==> src/hdl/ldq_pkg.sv <==
// ----------------------------------------------------------------------------
// ldq_pkg
// Shared types and codes for the leveled ready deque.
// ----------------------------------------------------------------------------
package ldq_pkg;

    localparam int LEVELS_DEF = 16;
    localparam int SLOTS_DEF  = 64;

    localparam logic [1:0] REQ_POST  = 2'd0;
    localparam logic [1:0] REQ_TAKE  = 2'd1;
    localparam logic [1:0] REQ_STEAL = 2'd2;
    localparam logic [1:0] REQ_NONE  = 2'd3;

    localparam logic [1:0] ST_OK        = 2'd0;
    localparam logic [1:0] ST_EMPTY     = 2'd1;
    localparam logic [1:0] ST_FULL      = 2'd2;
    localparam logic [1:0] ST_OUT_RANGE = 2'd3;

    typedef struct packed {
        logic [1:0]  req_type;
        logic [15:0] task_handle;
        logic [7:0]  target_level;
    } t_req_item;

    typedef struct packed {
        logic [1:0]  status;
        logic [15:0] handle_out;
        logic [3:0]  level_used;
    } t_rsp_item;

    typedef enum logic [1:0] {
        S_IDLE,
        S_LOOK,
        S_READ,
        S_HOLD
    } t_state;

endpackage

==> src/hdl/ldq_level_pick.sv <==
// ----------------------------------------------------------------------------
// ldq_level_pick
// Priority pick of the deepest and the shallowest non-empty level.
// ----------------------------------------------------------------------------
module ldq_level_pick import ldq_pkg::*; #(
    parameter int LEVELS = LEVELS_DEF,
    parameter int LW     = $clog2(LEVELS)
) (
    input  logic [LEVELS-1:0] i_nonempty,
    output logic [LW-1:0]     o_deep,
    output logic [LW-1:0]     o_shallow,
    output logic              o_any
);

    always_comb begin
        o_deep = '0;
        for (int i = 0; i < LEVELS; i++) begin
            if (i_nonempty[i]) begin
                o_deep = LW'(i);
            end
        end
    end

    always_comb begin
        o_shallow = '0;
        for (int i = LEVELS - 1; i >= 0; i--) begin
            if (i_nonempty[i]) begin
                o_shallow = LW'(i);
            end
        end
    end

    assign o_any = |i_nonempty;

endmodule

==> config.mk <==
export PLATFORM = sky130hd
export DESIGN_NAME = ldq_level_pick
export DESIGN_NICKNAME = d
export VERILOG_FILES = /design/src/hdl/ldq_pkg.sv /design/src/hdl/ldq_level_pick.sv
export SDC_FILE = /design/constraint.sdc
export NUM_CORES = 1
export LEC_CHECK = 0
export ABC_CLOCK_PERIOD_IN_PS = 2500
export BUFFER_PORTS_ARGS = -buffer_cell sky130_fd_sc_hd__buf_2
export CAP_MARGIN = 20
export CORE_AREA = 8 8 45 47
export DETAILED_ROUTE_END_ITERATION = 7
export DIE_AREA = 0 0 53 55
export PLACE_DENSITY = 0.55
export SYNTH_ARGS = -nofsm -noshare
export SYNTH_HDL_FRONTEND = slang
export SYNTH_SLANG_ARGS = --single-unit
==> constraint.sdc <==
create_clock -name vclk -period 2.5
set_input_delay 0.25 -clock vclk [all_inputs]
set_output_delay 0.25 -clock vclk [all_outputs]
set_load 0.01 [all_outputs]
* After elaboration in Yosys (flattened, before gate mapping)
Cells that the tools add are included.
** Cells by class
- Reduce and logical (&&, ||, !) cells :: 1
- Multiplexer cells :: 31
** Operators by type and width (number)
- $mux W4 :: 30
- $reduce_or A16 Y1 :: 1
- $mux W1 :: 1
** Storage, ports and cells
- Input bits :: 16
- Register bits :: 0
- Logic and storage cells :: 32

* Logic depth before layout (Yosys ltp)
Gate-level depths: netlist of the first run.
- Depth in word-level cells :: 16
- Mapped depth :: 4
- Depth with buffers taken out :: 4

* Least setup slack after synthesis of the first run
No wires, ideal clock.
- Kind :: input to output
- Start point :: in i_nonempty[6]
- End point :: out o_any
- Arrival time :: 0.993 ns
- Slack :: 1.257 ns
- Buffers on the path :: 0
- Stages :: 3
- Path through :: nor4_4 > nand3_2 > or3_1
** On the way
- Cells in the longest elaborated chain, start to end :: 1
** RTL lines
- from (decl) :: RTL line ldq_level_pick.sv:9 : input logic [LEVELS-1:0] i_nonempty,
- $reduce_or A16 Y1 :: RTL line ldq_level_pick.sv:33 : assign o_any = |i_nonempty;
- to (decl) :: RTL line ldq_level_pick.sv:12 : output logic o_any
No other way between the ends.

* Worst setup path in the final report of the first run
Same ends and word-level chain as after synthesis.

==> results by group, run 1 <==
Worst setup path
  – Crit path arrival time: 1.25 ns
  – Startpoint types: input port
  – Worst EP required: 2.25 ns
  – Top delay family on crit path: simple AND/OR/NAND/NOR gates
  – Critical-path maximum fanout: 5
  – Slowest cell delay on critical path: 0.32 ns
  – Crit path buf inv count: 2
  – Worst Setup Path Type: in -> out
  – Slowest CP cell: nor4_4
  – Worst path most repeated cell: buf_2
  – Crit-path cells: buf_2 > nor4_4 > nand3_2 > or3_1 > buf_2
  – Critical Path Sink Type: output pin

Synth
  – Synth area leader: nor2_1
  – Share of the yosys chip area belonging to registers: 0%
  – Synth Net Count: 65
  – Netlist Area Pre-Place: 276.5 um^2
  – Main combinational cell family by area after synthesis: simple AND/OR/NAND/NOR gates
  – Synth unique cells: 22
  – Synth warn: 0
  – Post-Synth XOR/XNOR Area: 0%
  – Mux cell area share after synthesis: 0%
  – Syn Inst Count: 49
  – Avg Synthesized Cell Area: 5.643 um^2
  – Synth area leaders: nor2_1, inv_1, nor4_4, a21oi_1, nand2_1
  – Area share of fa/ha/maj cells after synthesis: 0%
  – Top cell type's share of synthesized area: 16.29%
  – Compound-Gate Fraction of Synth Area: 43.44%
  – Simple-gate area share of the yosys netlist: 48.42%

Routing
  – TritonRoute pass-1 iters: 3
  – DRC viols: 0
  – DRT Wirelength: 1030 um
  – WL per Instance: 11.44 um
  – 1st-iter DRT viols: 4
  – Remaining antenna violation count: 0
  – Vias per cell: 4.844
  – Vias: 436

Timing
  – Final hold vios: 0
  – Final Cycle Share: 59.97%
  – Slew Limit Fails: 0
  – Hold WS: 0.8128 ns
  – Total Neg Setup Slack: 0 ns
  – RSZ-0062 raised after global routing: no
  – Slew margin rel.: 75.75%
  – Tmin final: 1.499 ns
  – Fmax achieved: 0.6670 GHz
  – Worst slew pin tran: 0.3604 ns
  – Setup violations, final: 0

Global routing
  – Congestion Overflow GR: 0
  – GRT Total Usage: 6.213%
  – Largest net degree at the start of global routing: 8
  – Vias in the first global route: 396
  – Initial antenna violation count: 0
  – First-pass GRT wire length: 1511 um

Pwr
  – Leakage Power: 0.1987 nW
  – Power Dens Cells: 137.6 nW/um^2
  – Maximum vdd drop: 0.03744 mV

Finish
  – Share of layout cells above drive strength 1: 36.49%
  – Area Overhead vs Synth: 52.49%
  – Non-Filler Instances: 90
  – Post-Layout Inst Area: 421.7 um^2
  – Register area: 0 um^2
  – Final sequential cell count: 0
  – # diodes: 0
  – Clock buffers: 0
  – Final nets: 92

Floorplanning
  – Width of the die: 53 um
  – Total die area: 2915 um^2
  – Initial Util: 19.98%
  – # IOs: 25
  – Die Ht: 55 um
  – Total core area: 1384 um^2
  – Row count: 14

Flow run
  – Max-cap violations: 0

Placed design
  – GPL Wtd Cong: 0.7475
  – Detailed Place HPWL: 906.5 um
  – Port buffer count: 25
  – Area of placed instances: 421.7 um^2
  – Post-Place Cells: 90

Clocking
  – Hold Buf Count CTS: 0
  – Post-CTS setup buffer count: 0
  – Post_cts resized: 0

Run status
  – Outcome: completed

Worst hold path
  – Worst Hold Class: in -> out
==> layer usage <==
layer / track usage (%) / vias to the layer above / wire length [um]
met4: 0 / 0 / 0
met5: 0 / - / 0
li1: - / 234 / -
met3: 1.604 / 0 / 95
met2: 11.72 / 12 / 478
met1: 7.240 / 190 / 456
==> synthesized netlist by cell type (all sizes together) <==
cell    instances
o311ai          2
o311a           1
inv             6
a21oi           4
a21o            1
nand3           2
and3            1
o22ai           1
a31oi           1
o21a            1
nand2           4
nor4            3
nor2           12
o21ai           4
or3             1
nand2b          2
o31ai           2
a311o           1
==> per-stage QoR <==
step / power [mW] / setup WS, ns / utilization (%)
after detailed placement: 0.05814 / 0.9925 / 30.47
final: 0.05801 / 1.001 / 30.47
after floorplan: 0.02568 / 1.257 / -
after CTS: 0.05846 / 0.9908 / 30.47
after global placement: 0.05770 / 1.010 / 30.47
after global routing: 0.06463 / 0.9012 / 30.47
==> final timing paths <==
check                startpoint      endpoint  slack (ns)  cells after the start
setup / recovery  i_nonempty[6]         o_any        1.00                      5
hold / removal    i_nonempty[0]  o_shallow[0]        0.81                      3
==> layout make-up <==
cell class | count | area [um^2]
fillers | 166 | 962.2
inverters | 6 | 22.52
multi-input cells | 43 | 254.0
well taps | 16 | 20.02
repair buffers | 25 | 125.1
==> cell families (layout without fill, tap and decap cells) <==
kind of cell | Yosys count | count (layout)
and+or+nand+nor | 25 | 25
AOI/OAI and AO/OA | 18 | 18
buffers and inverters | 6 | 31
==> where the power goes <==
| group | internal, mW | switching, mW | leakage, nW |
|---|---|---|---|
| sequential | 0 | 0 | 0 |
| clock | 0 | 0 | 0 |
| combinational | 0.0244 | 0.0336 | 0.199 |
==> placed cells by master (no fill, tap or decap) <==
cell type / instances
nand2b_1: 2
nor4_1: 2
o22ai_1: 1
o21ai_0: 2
inv_1: 6
a21o_1: 1
buf_2: 25
o311ai_0: 1
nand2_1: 4
and3_1: 1
nand3_1: 1
nor4_4: 1
or3_1: 1
nor2_1: 12
o21a_1: 1
o311a_1: 1
a31oi_1: 1
o21ai_1: 2
nand3_2: 1
a21oi_1: 4
a311o_1: 1
o311ai_1: 1
o31ai_1: 2
Note: power is estimated with default switching activity, not from simulation.
==> inputs of run 2 (changes only) <==
--- a/config.mk
+++ b/config.mk
@@ -5,13 +5,13 @@
 export SDC_FILE = /design/constraint.sdc
 export NUM_CORES = 1
 export LEC_CHECK = 0
-export ABC_CLOCK_PERIOD_IN_PS = 2500
+export ABC_CLOCK_PERIOD_IN_PS = 1200
 export BUFFER_PORTS_ARGS = -buffer_cell sky130_fd_sc_hd__buf_2
 export CAP_MARGIN = 20
 export CORE_AREA = 8 8 45 47
 export DETAILED_ROUTE_END_ITERATION = 7
 export DIE_AREA = 0 0 53 55
-export PLACE_DENSITY = 0.55
+export PLACE_DENSITY = 0.57
 export SYNTH_ARGS = -nofsm -noshare
 export SYNTH_HDL_FRONTEND = slang
 export SYNTH_SLANG_ARGS = --single-unit
==> constraint.sdc (replaced) <==
create_clock -name vclk -period 1.2
set_input_delay 0.12 -clock vclk [all_inputs]
set_output_delay 0.12 -clock vclk [all_outputs]
set_load 0.01 [all_outputs]
==> results by group, run 2 (synthesis results as in run 1) <==
Run status
  – Outcome: completed

Finish
  – Core Util, Final: 37.43%
  – Clock buffers: 0
  – Share of layout cells above drive strength 1: 46.99%
  – Commonest non-fill, non-tap cell in the layout: buf_2
  – Final sequential cell count: 0
  – Register area: 0 um^2
  – Non-Filler Instances: 99
  – # diodes: 0
  – Final nets: 101
  – Layout fillers: 161
  – Area Overhead vs Synth: 87.33%
  – Most frequent cells in the layout: buf_2, nor2_1, buf_4

Global routing
  – Congestion Overflow GR: 0
  – Initial antenna violation count: 0
  – Vias in the first global route: 430
  – GRT Total Usage: 7.084%
  – First-pass GRT wire length: 1725 um
  – Largest net degree at the start of global routing: 6

Routing
  – TritonRoute pass-1 iters: 4
  – DRC viols: 0
  – Vias: 473
  – 1st-iter DRT viols: 9
  – WL per Instance: 11.26 um
  – Remaining antenna violation count: 0
  – Vias per cell: 4.778
  – DRT Wirelength: 1115 um

Worst setup path
  – Crit path arrival time: 1.07 ns
  – Slowest cell delay on critical path: 0.31 ns
  – Crit path buf inv count: 2
  – Critical-path maximum fanout: 2
  – Startpoint types: input port
  – Top delay family on crit path: simple AND/OR/NAND/NOR gates
  – Slowest CP cell: or3_1
  – Worst Setup Path Type: in -> out
  – Critical Path Sink Type: output pin
  – Worst EP required: 1.08 ns
  – Crit-path cells: buf_8 > nor4_4 > nand3_2 > or3_1 > buf_2

Flow run
  – Max-cap violations: 0

Pwr
  – Leakage Power: 0.2487 nW
  – Maximum vdd drop: 0.09458 mV
  – Power Dens Cells: 290.5 nW/um^2

Floorplanning
  – Die Ht: 55 um
  – Width of the die: 53 um
  – Total die area: 2915 um^2
  – Initial Util: 19.98%
  – # IOs: 25
  – Row count: 14
  – Total core area: 1384 um^2

Timing
  – Hold WS: 0.5577 ns
  – Fmax achieved: 0.8421 GHz
  – Final Cycle Share: 98.96%
  – Worst slew pin tran: 0.2790 ns
  – RSZ-0062 raised after global routing: yes
  – Final hold vios: 0
  – Slew margin rel.: 81.16%
  – Setup violations, final: 0
  – Slew Limit Fails: 0
  – Tmin final: 1.188 ns

Clocking
  – Post-CTS setup buffer count: 0
  – Hold Buf Count CTS: 0

Placed design
  – GPL Wtd Cong: 0.7490
  – Post-Place Cells: 99
  – Port buffer count: 25
  – Detailed Place HPWL: 1001 um

Worst hold path
  – Worst Hold Class: in -> out
[run 2: cell types whose count changed in the layout (fill, tap and decap cells not counted), sizes merged]
cell	previous run	this run
buf	25	34
[run 2: path summary, 6_finish.rpt]
check,from,endpoint,slack [ns],cells past startpoint
setup / recovery,i_nonempty[6],o_any,0.01,5
hold / removal,i_nonempty[0],o_shallow[0],0.56,3
[run 2: tightest hold or removal path: stages]
cell and delay (ns):
buf_2 0.10, o22ai_1 0.08, buf_2 0.14
[run 2: through the flow]
| stage | area, um^2 | TNS, ns | worst slack [ns] | total power, mW |
|---|---|---|---|---|
| after floorplan | 276.5 | 0 | 0.2167 | 0.05350 |
| after detailed placement | 489.2 | -0.02162 | -0.02162 | 0.1406 |
| after global routing | 518.0 | -0.04510 | -0.04510 | 0.1659 |
| final | 518.0 | 0 | 0.01244 | 0.1505 |
| after CTS | 501.7 | 0 | 0.005219 | 0.1451 |
| after global placement | 489.2 | -0.01616 | -0.01306 | 0.1388 |
[run 2: routing by layer]
| layer | up-vias | GRT usage, % | routed length, um |
|---|---|---|---|
| li1 | 250 | - | - |
| met1 | 209 | 9.050 | 468 |
| met2 | 14 | 12.70 | 553 |
| met3 | 0 | 1.337 | 93 |
| met4 | 0 | 0 | 0 |
| met5 | - | 0 | 0 |
[run 2: cell type report]
cell class | count | area (um^2) | area share (%)
Multi-Input combinational cell | 43 | 266.5 | 51.45
Tap cell | 16 | 20.02 | 3.865
Inverter | 6 | 22.52 | 4.348
Timing Repair Buffer | 34 | 209.0 | 40.34
[run 2: what timing repair did]
| item | in CTS | in global routing |
|---|---|---|
| pin swaps | 0 | 1 |
| hold endpoints to repair | 0 | 0 |
| resized for setup | 2 | 5 |
| endpoints found under the setup margin | 1 | 4 |
[run 2: report_power, final]
group,leakage [nW],total [mW],internal (mW),switching [mW]
clock,0,0,0,0
combinational,0.249,0.150,0.0731,0.0774
sequential,0,0,0,0
total,0.249,0.150,0.0731,0.0774
