[src/hdl/ldq_pkg.sv]
// ----------------------------------------------------------------------------
// ldq_pkg
// Shared types and codes for the leveled ready deque.
// ----------------------------------------------------------------------------
package ldq_pkg;

    localparam int LEVELS_DEF = 16;
    localparam int SLOTS_DEF  = 64;

    localparam logic [1:0] REQ_POST  = 2'd0;
    localparam logic [1:0] REQ_TAKE  = 2'd1;
    localparam logic [1:0] REQ_STEAL = 2'd2;
    localparam logic [1:0] REQ_NONE  = 2'd3;

    localparam logic [1:0] ST_OK        = 2'd0;
    localparam logic [1:0] ST_EMPTY     = 2'd1;
    localparam logic [1:0] ST_FULL      = 2'd2;
    localparam logic [1:0] ST_OUT_RANGE = 2'd3;

    typedef struct packed {
        logic [1:0]  req_type;
        logic [15:0] task_handle;
        logic [7:0]  target_level;
    } t_req_item;

    typedef struct packed {
        logic [1:0]  status;
        logic [15:0] handle_out;
        logic [3:0]  level_used;
    } t_rsp_item;

    typedef enum logic [1:0] {
        S_IDLE,
        S_LOOK,
        S_READ,
        S_HOLD
    } t_state;

endpackage

[src/hdl/ldq_level_table.sv]
// ----------------------------------------------------------------------------
// ldq_level_table
// Per-level head and count memory with valid bits and non-empty flags.
// ----------------------------------------------------------------------------
module ldq_level_table import ldq_pkg::*; #(
    parameter int LEVELS = LEVELS_DEF,
    parameter int SLOTS  = SLOTS_DEF,
    parameter int LW     = $clog2(LEVELS),
    parameter int HW     = $clog2(SLOTS),
    parameter int CW     = $clog2(SLOTS + 1)
) (
    input  logic              i_clk,
    input  logic              i_rst_n,
    input  logic              i_rd_en,
    input  logic [LW-1:0]     i_rd_addr,
    output logic [HW-1:0]     o_rd_head,
    output logic [CW-1:0]     o_rd_count,
    input  logic              i_wr_en,
    input  logic [LW-1:0]     i_wr_addr,
    input  logic [HW-1:0]     i_wr_head,
    input  logic [CW-1:0]     i_wr_count,
    output logic [LEVELS-1:0] o_nonempty
);

    logic [HW+CW-1:0] r_mem [LEVELS];
    logic [HW+CW-1:0] r_rdata;
    logic             r_rvalid;
    logic [LEVELS-1:0] r_valid;
    logic [LEVELS-1:0] r_nonempty;

    always_ff @(posedge i_clk) begin
        if (i_wr_en) begin
            r_mem[i_wr_addr] <= {i_wr_head, i_wr_count};
        end
        if (i_rd_en) begin
            r_rdata <= r_mem[i_rd_addr];
        end
    end

    always_ff @(posedge i_clk) begin
        if (!i_rst_n) begin
            r_valid    <= '0;
            r_nonempty <= '0;
            r_rvalid   <= 1'b0;
        end else begin
            if (i_wr_en) begin
                r_valid[i_wr_addr]    <= 1'b1;
                r_nonempty[i_wr_addr] <= (i_wr_count != '0);
            end
            if (i_rd_en) begin
                r_rvalid <= r_valid[i_rd_addr];
            end
        end
    end

    assign o_rd_head  = r_rvalid ? r_rdata[HW+CW-1:CW] : '0;
    assign o_rd_count = r_rvalid ? r_rdata[CW-1:0] : '0;
    assign o_nonempty = r_nonempty;

endmodule

[config.mk]
export PLATFORM = sky130hd
export DESIGN_NAME = ldq_level_table
export DESIGN_NICKNAME = d
export VERILOG_FILES = /design/src/hdl/ldq_pkg.sv /design/src/hdl/ldq_level_table.sv
export SDC_FILE = /design/constraint.sdc
export NUM_CORES = 1
export LEC_CHECK = 0
export BUFFER_PORTS_ARGS = -buffer_cell sky130_fd_sc_hd__clkbuf_2
export CORE_UTILIZATION = 40
export DETAILED_ROUTE_END_ITERATION = 16
export PLACE_DENSITY = 0.64
export SYNTH_ARGS = -nofsm -noshare
export SYNTH_HDL_FRONTEND = slang
export SYNTH_SLANG_ARGS = --single-unit
export TNS_END_PERCENT = 1
[constraint.sdc]
create_clock -name i_clk -period 8.04 [get_ports i_clk]
set_clock_uncertainty 0.2 [all_clocks]
set_input_delay 2.412 -clock i_clk [delete_from_list [all_inputs] [get_ports i_clk]]
set_output_delay 2.412 -clock i_clk [all_outputs]
set_load 0.005 [all_outputs]
# Word level (Yosys, flattened, before mapping)
# Memories as Yosys holds them, arrays and structs flattened. A register that Yosys moved wholly into a read port is not among the register bits.
# Cells that the tools add are included.
# word_totals
ff_bits,33
mem_bits_rw,208
in_bits,25
out_inout_bits,29
elab_cells,19
mem_count,1
# op_classes
magnitude_cmp,3
muxes,9
bitwise,1
n_reduce_logical,2
# memory_table
name,words,word_bits,rd,rd_ports_with_merged_regs,wr,line_no,source
r_mem,16,13,1,1,1,ldq_level_table.sv:25,logic [HW+CW-1:0] r_mem [LEVELS];
# op_table
cell,n
bitwise mux 16 bit,1
bitwise OR 16 bit,1
"< comparator 4 x 5 -> 1 bit, second input constant",2
two-way mux 7 bit,1
nonzero test 7 bit,1
two-way mux 6 bit,1
binary-select mux 1 bit (select 4 bit),1
demux 1 bit (select 4 bit),1
"greater-or-equal comparator 4 x 1 -> 1 bit, second input constant",1
two-way mux 1 bit,4
logical AND 1 bit,1

# Logic depth before layout (Yosys ltp)
# Gate-level depths: netlist of run 1.
# depth
word_depth,5
mapped_depth,6
mapped_depth_nobuf,4

# Worst setup path before layout of run 1
# OpenSTA, ideal clock, no wires.
# synth_path
path_type,input to register
start,input port i_wr_addr[2]
end,"memory r_mem[1][0] (netlist bit), enable pin"
setup_ns,0.427
t_arrival_ns,4.174
required_ns,7.413
slack_ns,3.240
cell_stages,2
path_cell_list,clkbuf_1 -> nor4_1
# synth_rtl
element,line_no,source
from (decl),ldq_level_table.sv:19,"input logic [LW-1:0] i_wr_addr,"
to (decl),ldq_level_table.sv:25,
# No word-level cell before the write port.

==> results of run 1 <==
[worst min path at each step]
stage	to	slack (ps)	cells past startpoint
2_1_floorplan	r_valid[10]$_SDFFE_PN0P_	230	2
3_3_place_gp	r_valid[7]$_SDFFE_PN0P_	250	2
3_5_place_dp	r_valid[12]$_SDFFE_PN0P_	260	2
4_1_cts	r_valid[3]$_SDFFE_PN0P_	270	2
5_1_grt	r_valid[15]$_SDFFE_PN0P_	290	2
6_report	r_valid[15]$_SDFFE_PN0P_	270	2
[state kept, by name (all words and copies together) (netlist names)]
register and cells:
o_nonempty 16, r_mem 208, r_rdata 13, r_rvalid 1, r_valid 16
[area by class of cell]
class	instances	area, um^2	area share, %
clock buffer	37	733	6.48
clock inverter	11	129	1.14
inverter	4	15.0	0.133
multi-input combinational	184	2340	20.7
sequential	254	7300	64.5
tap	319	399	3.53
timing repair buffer	72	408	3.60
[power groups by stage]
| stage | logic (uW) | clock network, uW | registers [uW] |
|---|---|---|---|
| detailed placement | 130 | 0 | 1500 |
| finish | 128 | 1200 | 1480 |
| global placement | 126 | 0 | 1500 |
| floorplan | 82.3 | 0 | 1500 |
| global route | 139 | 1270 | 1480 |
| CTS | 131 | 1220 | 1480 |
[synthesized netlist by cell type, drive strengths merged]
master / count / area, um^2
edfxtp: 221 / 6640
mux4: 67 / 1600
nor2: 53 / 199
dfxtp: 33 / 661
buf: 15 / 124
and2: 13 / 81.3
a311oi: 12 / 105
nor3: 11 / 55.1
clkbuf: 9 / 37.5
mux2i: 8 / 80.1
inv: 4 / 15.0
nand2: 4 / 15.0
nor4: 4 / 37.5
nand2b: 3 / 18.8
nand3: 3 / 15.0
a221oi: 2 / 17.5
a32oi: 1 / 8.76
dlygate4sd1: 1 / 8.76
nand3b: 1 / 7.51
nor2b: 1 / 6.26
o211ai: 1 / 7.51
[layout by cell type, fill, tap and decap left out, types with 2 or more instances in the layout]
master and count:
a221oi_1 2, a311oi_1 12, and2_1 13, buf_4 19, bufinv_16 3, clkbuf_1 8
clkbuf_16 27, clkbuf_2 52, clkbuf_8 2, clkinv_1 3, clkinv_2 4, dfxtp_1 33
edfxtp_1 221, inv_1 4, mux2i_1 8, mux4_1 25, mux4_2 42, nand2_1 4
nand2b_1 3, nand3_1 3, nor2_1 52, nor3_2 10, nor4_2 2, nor4_4 2
[worst max-delay path, delay by kind of cell]
| family | cells | cell delay (ps) |
|---|---|---|
| buf+inv | 2 | 1340 |
| mux | 2 | 1080 |
[metrics by stage]
stage	setup slack, ps	cells	hold WS (ps)	power [uW]	utilization, %
CTS	3170	881	271	2830	47.8
global route	3080	881	289	2890	47.8
finish	3230	881	268	2800	47.8
detailed placement	2630	833	257	1630	44.2
floorplan	3240	467	235	1580	-
global placement	2670	833	247	1630	44.2
[kinds of logic after synthesis]
logic type,synth area share [%]
AO/OA/AOI/OAI,1.43
buffers and inverters,1.90
flip-flops,74.9
multiplexers,17.3
AND/OR/NAND/NOR,4.47
[metal layers]
metal  track usage, %  vias up
met4             5.27        0
met1             23.3     2557
met2             28.4      148
met5                0        -
met3             2.68       26
li1                 -     2085
==> summary.md, run 1 <==
| Metric | Value |
|---|---|
| I/O Buffers | between 50 and 60 |
| Worst Reg-to-Reg Cells | 2 |
| Post-DP HPWL | roughly 12000 um |
| Worst-skew pair later-pin latency | between 500 and 600 ps |
| Switching part of the total power | approximately 20% |
| Hold Startpoint | r_valid[15]$_SDFFE_PN0P_ |
| CTS Buf Count | 26 |
| Clk network pwr share | 42.8% |
| Nets | roughly 570 |
| Post-synth net total | between 400 and 500 |
| Via count | just under 5000 |
| R2R Setup Slk | roughly 6200 ps |
| Max-slew violation count | 0 |
| Placed Instance Area | 10500 um^2 |
| Crit Path Category | primary input to register |
| Synthesized cell area | roughly 9700 um^2 |
| Post-cts gate resize count | 0 |
| CTS Sinks | roughly 250 |
| Critical path peak fanout | 36 |
| Seq cells post-synth | 254 |
| Pwr/cell area | 248 nW/um^2 |
| Gr usage total | between 10% and 20% |
| First-pass GRT wire length | 30600 um |
| Die Span Y | roughly 160 um |
| RR Startpoint | r_mem[13][4]$_DFFE_PP_ |
| Final instance area | between 10000 and 15000 um^2 |
| Initial Utilization | about two fifths |
| CP Capture Point | r_rdata[2]$_DFFE_PP_ |
| Root buffer cell | clkbuf_16 |
| # hold bufs at CTS | 0 |
| DR pass1 iterations | 5 |
| Worst-margin pin slew | roughly 1200 ps |
| LEAKAGE | approximately 0.0038 uW |
| Kind of end point of the critical path | register |
| Htree depth | 1 |
| Routed WL | ~21000 um |
| DRC | 0 |
| Yosys cell types | 26 |
| Sum Neg Setup Slack | 0 ps |
| Initial antenna violation count | 0 |
| DIE AREA | 25000 um^2 |
| Largest net degree at the start of global routing | 56 |
| Vias in the first global route | between 4000 and 5000 |
| Critical path, cell by cell | buf_2 > buf_4 > mux4_1 > mux4_2 |
| RSZ-0062 raised after global routing | no |
| Share of cells above drive strength 1 | roughly 30% |
| Net Switching | about 550 uW |
| Vias per cell | 5.47 |
| Final-report hold violation count | 0 |
| Core ar. | around 24000 um^2 |
| R2R Path End | r_rdata[4]$_DFFE_PP_ |
| Synth Area per Inst | 20.9 um^2 |
| Slowest CP cell | buf_2 |
| Total gr overflow | 0 |
| Met2 Wirelength | about 10000 um |
| Metal1 wirelength | between 8000 and 9000 um |
| Clock slew at reported path FFs | around 60 ps |
| Pint | ~2300 uW |
| CTS tree | yes |
| Cells after Synth | between 400 and 500 |
| Layout area overhead | 16.2% |
| RD Place Congestion | around 0.8 |
| Worst vdd ir | about 160 uV |
| Core Rows | 56 |
| Max frequency | just over 200 MHz |
| Crit path launch | i_rd_addr[0] |
| Clock buffer depth | 3 |
| Max-cap viol count | 0 |
| Setup Fix Bufs, Post-CTS | 0 |
| Final antenna-violating net count | 0 |
| Warnings from Yosys | 0 |
| HP Class | register to register |
| Highest cell delay on the worst timing path | about 850 ps |
| Die X | approximately 160 um |
| Filler cells | between 2000 and 2500 |
| Max_slew headroom | a little under a quarter |
| N_diodes | 0 |
| Run status | completed |
| DR WL met3 | ~1200 um |
| Worst setup SP type | primary input |
| Register area share after synthesis | approximately 75% |
| DRT iter0 DRCs | between 400 and 500 |
| Final setup violation count | 0 |
| Critical Path RT | ~8100 ps |
| Top Metal Used | met4 |
| Register share of total power | a little over half |
| Tmin final | between 4000 and 5000 ps |
| Logic pwr share | under 10% |
| WL/cell | approximately 23 um |
| Fin crit share | around three fifths |
| Arr. time, crit path | roughly 4900 ps |
| Ports | 54 |
Note: power is estimated with default switching activity, not from simulation.
==> run 2, diff against run 1 <==
==> constraint.sdc (replaced) <==
create_clock -name i_clk -period 4.5 [get_ports i_clk]
set_clock_uncertainty 0.2 [all_clocks]
set_input_delay 1.35 -clock i_clk [delete_from_list [all_inputs] [get_ports i_clk]]
set_output_delay 1.35 -clock i_clk [all_outputs]
set_load 0.005 [all_outputs]
==> run 2 against run 1 <==
Effect of this change: cell area up 0.25%; worst setup slack got worse by 2000 ps; die area did not move; non-clock buffer count up 5; largest cell class unchanged; cell count rose by 0.23%; first-iteration DRC count is 8.8% lower; routed wire length is 0.80% higher; sequential power up 78%; hold slack improved by 0.56 ps; critical endpoint is now o_rd_count[6]; critical path type is now register to output port; sequential cell count unchanged; register-to-register slack worse by 3500 ps; combinational power increased by 86%; largest power group unchanged.
==> summary.md, run 2 (synthesis gave the netlist of run 1 again) <==
| Metric | Value |
|---|---|
| Nets | 571 (was 567) |
| R2R Setup Slk | 2660 ps (was 6150 ps) |
| Worst-margin pin slew | 966 ps (was 1150 ps) |
| Final antenna-violating net count | 0 (unchanged) |
| Max-cap viol count | 0 (unchanged) |
| DR pass1 iterations | 4 (was 5) |
| Post-route insts no fill | 883 (was 881) |
| CTS Buf Count | 25 (was 26) |
| Vias per cell | 5.46 (was 5.47) |
| Pwr/cell area | 435 nW/um^2 (was 248 nW/um^2) |
| Die Span Y | 158 um (unchanged) |
| Filler cells | 2022 (was 2008) |
| Fin crit share | 72.5% |
| Worst-skew pair later-pin latency | 510 ps (was 520 ps) |
| FF/Latch Area | 7300 um^2 (unchanged) |
| Largest net degree at the start of global routing | 56 (unchanged) |
| Kind of end point of the critical path | output port (was register) |
| Via count | 4817 (was 4816) |
| Max-slew violation count | 0 (unchanged) |
| Run status | completed (unchanged) |
| RR Startpoint | r_mem[13][11]$_DFFE_PP_ (was r_mem[13][4]$_DFFE_PP_) |
| Highest cell delay on the worst timing path | 780 ps (was 850 ps) |
| Worst vdd ir | 275 uV (was 157 uV) |
| Critical path, cell by cell | and2_1 > clkbuf_2 (was buf_2 > buf_4 > mux4_1 > mux4_2) |
| RSZ-0062 raised after global routing | no (unchanged) |
| Setup Fix Bufs, Post-CTS | 0 (unchanged) |
| # placed instances | 838 (was 833) |
| DRC | 0 (unchanged) |
| Post-cts gate resize count | 0 (unchanged) |
| Clock slew at reported path FFs | 60 ps (about the same) |
| Worst Setup Slack, final | 1240 ps (was 3230 ps) |
| Critical Path RT | 2950 ps (was 8090 ps) |
| Area occupied by multi-input gates | 2340 um^2 (unchanged) |
| # hold bufs at CTS | 0 (unchanged) |
| Family with the most delay on the worst path | flip-flops (was buffers and inverters) |
| DRT iter0 DRCs | 403 (was 442) |
| Clock buffer depth | 3 (unchanged) |
| Worst Reg-to-Reg Cells | 2 (unchanged) |
| Largest Register | r_mem (unchanged) |
| Hold Startpoint | r_valid[12]$_SDFFE_PN0P_ (was r_valid[15]$_SDFFE_PN0P_) |
| Hold WS | 269 ps (was 268 ps) |
| Ports | 54 (unchanged) |
| Initial Utilization | 41.1% (unchanged) |
| DIE AREA | 25000 um^2 (unchanged) |
| Sum Neg Setup Slack | 0 ps (unchanged) |
| Hold Path Sink | r_valid[12]$_SDFFE_PN0P_ (was r_valid[15]$_SDFFE_PN0P_) |
| Die X | 158 um (unchanged) |
| I/O Buffers | 53 (unchanged) |
| First-pass GRT wire length | 31100 um (was 30600 um) |
| Share of cells above drive strength 1 | 30.3% (was 29.5%) |
| Core Rows | 56 (unchanged) |
| N_diodes | 0 (unchanged) |
| Tmin final | between 3000 and 4000 ps |
| Critical path peak fanout | 14 (was 36) |
| Vias in the first global route | 5008 (was 4909) |
| Final-report hold violation count | 0 (unchanged) |
| Commonest cells after routing, fill and taps aside | edfxtp_1, nor2_1, clkbuf_2 (unchanged) |
| Total gr overflow | 0 (unchanged) |
| Htree depth | 1 (unchanged) |
| Crit Path Category | register to output port (was primary input to register) |
| Slowest CP cell | dfxtp_1 (was buf_2) |
| LEAKAGE | 0.00379 uW (was 0.00376 uW) |
| CTS Sinks | 254 (unchanged) |
| Max frequency | 306 MHz |
| Max reg flops | 208 (unchanged) |
| Hold path depth | 2 (unchanged) |
| Most common cell after layout, fill and taps aside | edfxtp_1 (unchanged) |
| Dpl ws | 1100 ps (was 2630 ps) |
| Gr usage total | 17.4% (was 17.1%) |
| WL/cell | 23.5 um (was 23.4 um) |
| Crit path buf inv count | 1 (was 2) |
| Arr. time, crit path | 1710 ps (was 4870 ps) |
| HP Class | register to register (unchanged) |
| R2R Path End | r_rdata[11]$_DFFE_PP_ (was r_rdata[4]$_DFFE_PP_) |
| Root buffer cell | clkbuf_16 (unchanged) |
| Core ar. | 23700 um^2 (unchanged) |
| Worst setup SP type | register (was primary input) |
| Final setup violation count | 0 (unchanged) |
| Overall power | 4940 uW (was 2800 uW) |
| Post-DP HPWL | 11600 um (was 11800 um) |
| Routed WL | 20700 um (was 20600 um) |
| RD Place Congestion | 0.795 (was 0.787) |
| CTS tree | yes (unchanged) |
| Layout area overhead | 16.5% (was 16.2%) |
| Max_slew headroom | 35.2% (was 23.2%) |
| Initial antenna violation count | 0 (unchanged) |
run 2: changes by cell type in the layout (fill, tap and decap cells not counted), sizes merged:
| cell | before | now |
|---|---|---|
| clkbuf | 89 | 79 |
| clkinv | 7 | 14 |
| bufinv | 3 | 4 |
| clkinvlp | 1 | 0 |
| buf | 20 | 25 |
run 2: worst min-delay path, cell delays in order (launching register included):
cell	delay, ps
dfxtp_1	320
nor2_1	40
nor2_1	70
run 2: power breakdown:
part	switching [uW]	internal, uW	leakage, uW	total [uW]
Clock	824	1240	0.000408	2060
Sequential	17.3	2620	0.00227	2640
Combinational	134	104	0.00111	238
Total	975	3960	0.00379	4940
run 2: routing by layer:
| metal | wire length [um] | part of all wire, % | up-vias | global-route usage, % |
|---|---|---|---|---|
| li1 | - | - | 2088 | - |
| met1 | 9070 | 44 | 2534 | 24.4 |
| met2 | 10000 | 48 | 163 | 28.2 |
| met3 | 1250 | 6.0 | 32 | 2.90 |
| met4 | 384 | 1.9 | 0 | 5.04 |
| met5 | 0 | 0 | - | 0 |
run 2: how the worst max path moves through the flow:
stage	start	endpoint	depth (start not counted)
2_1_floorplan	i_wr_addr[2]	r_mem[1][0]$_DFFE_PP_	2
3_3_place_gp	i_wr_addr[2]	r_mem[3][9]$_DFFE_PP_	4
3_5_place_dp	i_wr_addr[0]	o_nonempty[0]$_SDFFE_PN0P_	6
4_1_cts	r_rvalid$_SDFFE_PN0P_	o_rd_count[6]	2
5_1_grt	r_rvalid$_SDFFE_PN0P_	o_rd_count[6]	2
6_report	r_rvalid$_SDFFE_PN0P_	o_rd_count[6]	2
run 2: area by class of cell:
cell class                      instances  area share, %
Inverter                                4          0.132
Multi-Input combinational cell        184           20.6
Sequential cell                       254           64.3
Clock buffer                           27           5.58
Clock inverter                         18           1.61
Timing Repair Buffer                   77           4.26
Tap cell                              319           3.52
run 2: per-stage QoR:
stage / utilization, % / area, um^2
final: 47.9 / 11300
after CTS: 47.9 / 11300
after detailed placement: 44.5 / 10500
after global placement: 44.5 / 10500
after floorplan: - / 9740
after global routing: 47.9 / 11300
==> run 3, diff against run 2 <==
==> constraint.sdc (replaced) <==
create_clock -name i_clk -period 3.05 [get_ports i_clk]
set_clock_uncertainty 0.2 [all_clocks]
set_input_delay 0.915 -clock i_clk [delete_from_list [all_inputs] [get_ports i_clk]]
set_output_delay 0.915 -clock i_clk [all_outputs]
set_load 0.005 [all_outputs]
==> run 3 against run 2 <==
Effect of this change: sequential cell count did not move; routed wire length fell by 0.38%; via count fell by 0.23%; clock-buffer cell count rose by 2; combinational power rose by 55%; clock power rose by 49%.
==> summary.md, run 3 (synthesis gave the netlist of run 1 again) <==
| Metric | Value |
|---|---|
| Die Span Y | 158 um (unchanged) |
| HP Class | register to register (unchanged) |
| N_diodes | 0 (unchanged) |
| Sum Neg Setup Slack | 0 ps (unchanged) |
| Ports | 54 (unchanged) |
| CTS Buf Count | 27 (was 25) |
| Root buffer cell | clkbuf_16 (unchanged) |
| Highest cell delay on the worst timing path | 580 ps (was 780 ps) |
| Share of cells above drive strength 1 | 32.4% (was 30.3%) |
| Total gr overflow | 0 (unchanged) |
| Tmin final | about 2700 ps |
| Core Rows | 56 (unchanged) |
| Via count | 4806 (was 4817) |
| LEAKAGE | 0.00385 uW (was 0.00379 uW) |
| Layout area overhead | 18.5% (was 16.5%) |
| Clock buffer depth | 3 (unchanged) |
| Final antenna-violating net count | 0 (unchanged) |
| WL/cell | 23.1 um (was 23.5 um) |
| Htree depth | 1 (unchanged) |
| Max reg flops | 208 (unchanged) |
| Pwr/cell area | 635 nW/um^2 (was 435 nW/um^2) |
| Vias per cell | 5.36 (was 5.46) |
| Crit Path Category | register to output port (unchanged) |
| Post-DP HPWL | 12100 um (was 11600 um) |
| Kind of end point of the critical path | output port (unchanged) |
| Initial antenna violation count | 0 (unchanged) |
| Switching part of the total power | 20.7% (was 19.7%) |
| Setup Fix Bufs, Post-CTS | 0 (unchanged) |
| Nets | 584 (was 571) |
| DIE AREA | 25000 um^2 (unchanged) |
| CTS tree | yes (unchanged) |
| Critical Path RT | 1930 ps (was 2950 ps) |
| Slowest CP cell | dfxtp_1 (unchanged) |
| Final setup violation count | 0 (unchanged) |
| Logic pwr share | 5.0% (was 4.8%) |
| Max_slew headroom | 62.7% (was 35.2%) |
| I/O Buffers | 53 (unchanged) |
| Net Switching | 1520 uW (was 975 uW) |
| Critical path, cell by cell | buf_4 > and2_1 > clkbuf_2 (was and2_1 > clkbuf_2) |
| Clock slew at reported path FFs | 60 ps (about the same) |
| Routed WL | 20700 um (about the same) |
| CTS Sinks | 254 (unchanged) |
| DRT iter0 DRCs | 442 (was 403) |
| DR pass1 iterations | 5 (was 4) |
| # hold bufs at CTS | 0 (unchanged) |
| Arr. time, crit path | 1610 ps (was 1710 ps) |
| Initial Utilization | 41.1% (unchanged) |
| Max-slew violation count | 0 (unchanged) |
| Fin crit share | 89.3% |
| DRC | 0 (unchanged) |
| Post-cts gate resize count | 0 (unchanged) |
| Max frequency | around 370 MHz |
| Die X | 158 um (unchanged) |
| Post-layout util | 48.7% (was 47.9%) |
| Max-cap viol count | 0 (unchanged) |
| RSZ-0062 raised after global routing | no (unchanged) |
| Final-report hold violation count | 0 (unchanged) |
| Worst vdd ir | 424 uV (was 275 uV) |
| Clk network pwr share | 41.9% (was 41.8%) |
| Critical path peak fanout | 9 (was 14) |
| Worst-skew pair later-pin latency | 520 ps (was 510 ps) |
| Commonest cells after routing, fill and taps aside | edfxtp_1, clkbuf_2, nor2_1 (was edfxtp_1, nor2_1, clkbuf_2) |
| First-pass GRT wire length | 31200 um (was 31100 um) |
| Worst-margin pin slew | 559 ps (was 966 ps) |
| Run status | completed (unchanged) |
| Vias in the first global route | 5034 (was 5008) |
| Worst setup SP type | register (unchanged) |
| Largest net degree at the start of global routing | 56 (unchanged) |
| Most common cell after layout, fill and taps aside | edfxtp_1 (unchanged) |
| Core ar. | 23700 um^2 (unchanged) |
| Pint | 5810 uW (was 3960 uW) |
| Largest Register | r_mem (unchanged) |
| RD Place Congestion | 0.788 (was 0.795) |
| Register share of total power | 53.0% (was 53.4%) |
| Gr usage total | 17.4% (about the same) |
[run 3: area by class of cell]
cell class                      instances  area [um^2]
Sequential cell                       254         7300
Clock inverter                         18          155
Inverter                                4         15.0
Clock buffer                           29          683
Tap cell                              319          399
Multi-Input combinational cell        184         2350
Timing Repair Buffer                   88          641
Fill cell                            1966        12100
[run 3: path summary, 6_finish.rpt]
check / startpoint / to / slack (ps) / cells past startpoint
worst max-delay path: r_rvalid$_SDFFE_PN0P_ / o_rd_head[5] / 330 / 3
worst min-delay path: r_valid[2]$_SDFFE_PN0P_ / r_valid[2]$_SDFFE_PN0P_ / 270 / 2
worst max register to register: r_mem[14][3]$_DFFE_PP_ / r_rdata[3]$_DFFE_PP_ / 1230 / 2
worst min register to register: r_valid[2]$_SDFFE_PN0P_ / r_valid[2]$_SDFFE_PN0P_ / 270 / 2
[run 3: per-layer routing]
metal / GRT usage, % / wire length (um)
met5: 0 / 0
met4: 5.13 / 590
met3: 2.49 / 903
met2: 28.9 / 10100
met1: 23.9 / 9020
[run 3: power by group through the flow]
| stage | Clock (uW) | Combinational [uW] | Sequential [uW] |
|---|---|---|---|
| 6_report | 3070 | 368 | 3890 |
| 5_1_grt | 3260 | 396 | 3890 |
| 4_1_cts | 3130 | 375 | 3890 |
| 3_5_place_dp | 0 | 374 | 3960 |
| 3_3_place_gp | 0 | 360 | 3960 |
| 2_1_floorplan | 0 | 217 | 3950 |
[run 3: worst max-delay path: cells and delay by family (launching register included)]
| kind | cells | cell delay (ps) |
|---|---|---|
| AND/OR/NAND/NOR | 1 | 140 |
| flip-flops | 1 | 580 |
| buffers and inverters | 2 | 360 |
[run 3: per-stage QoR]
stage | total power, uW | instances | hold slack, ps | cell area, um^2 | worst slack [ps]
after global placement | 4320 | 849 | 247 | 10700 | 130
after floorplan | 4170 | 467 | 235 | 9750 | -28.9
after detailed placement | 4340 | 849 | 261 | 10700 | 82.8
after global routing | 7540 | 896 | 303 | 11500 | 283
after CTS | 7400 | 896 | 275 | 11500 | 302
final | 7330 | 896 | 274 | 11500 | 325
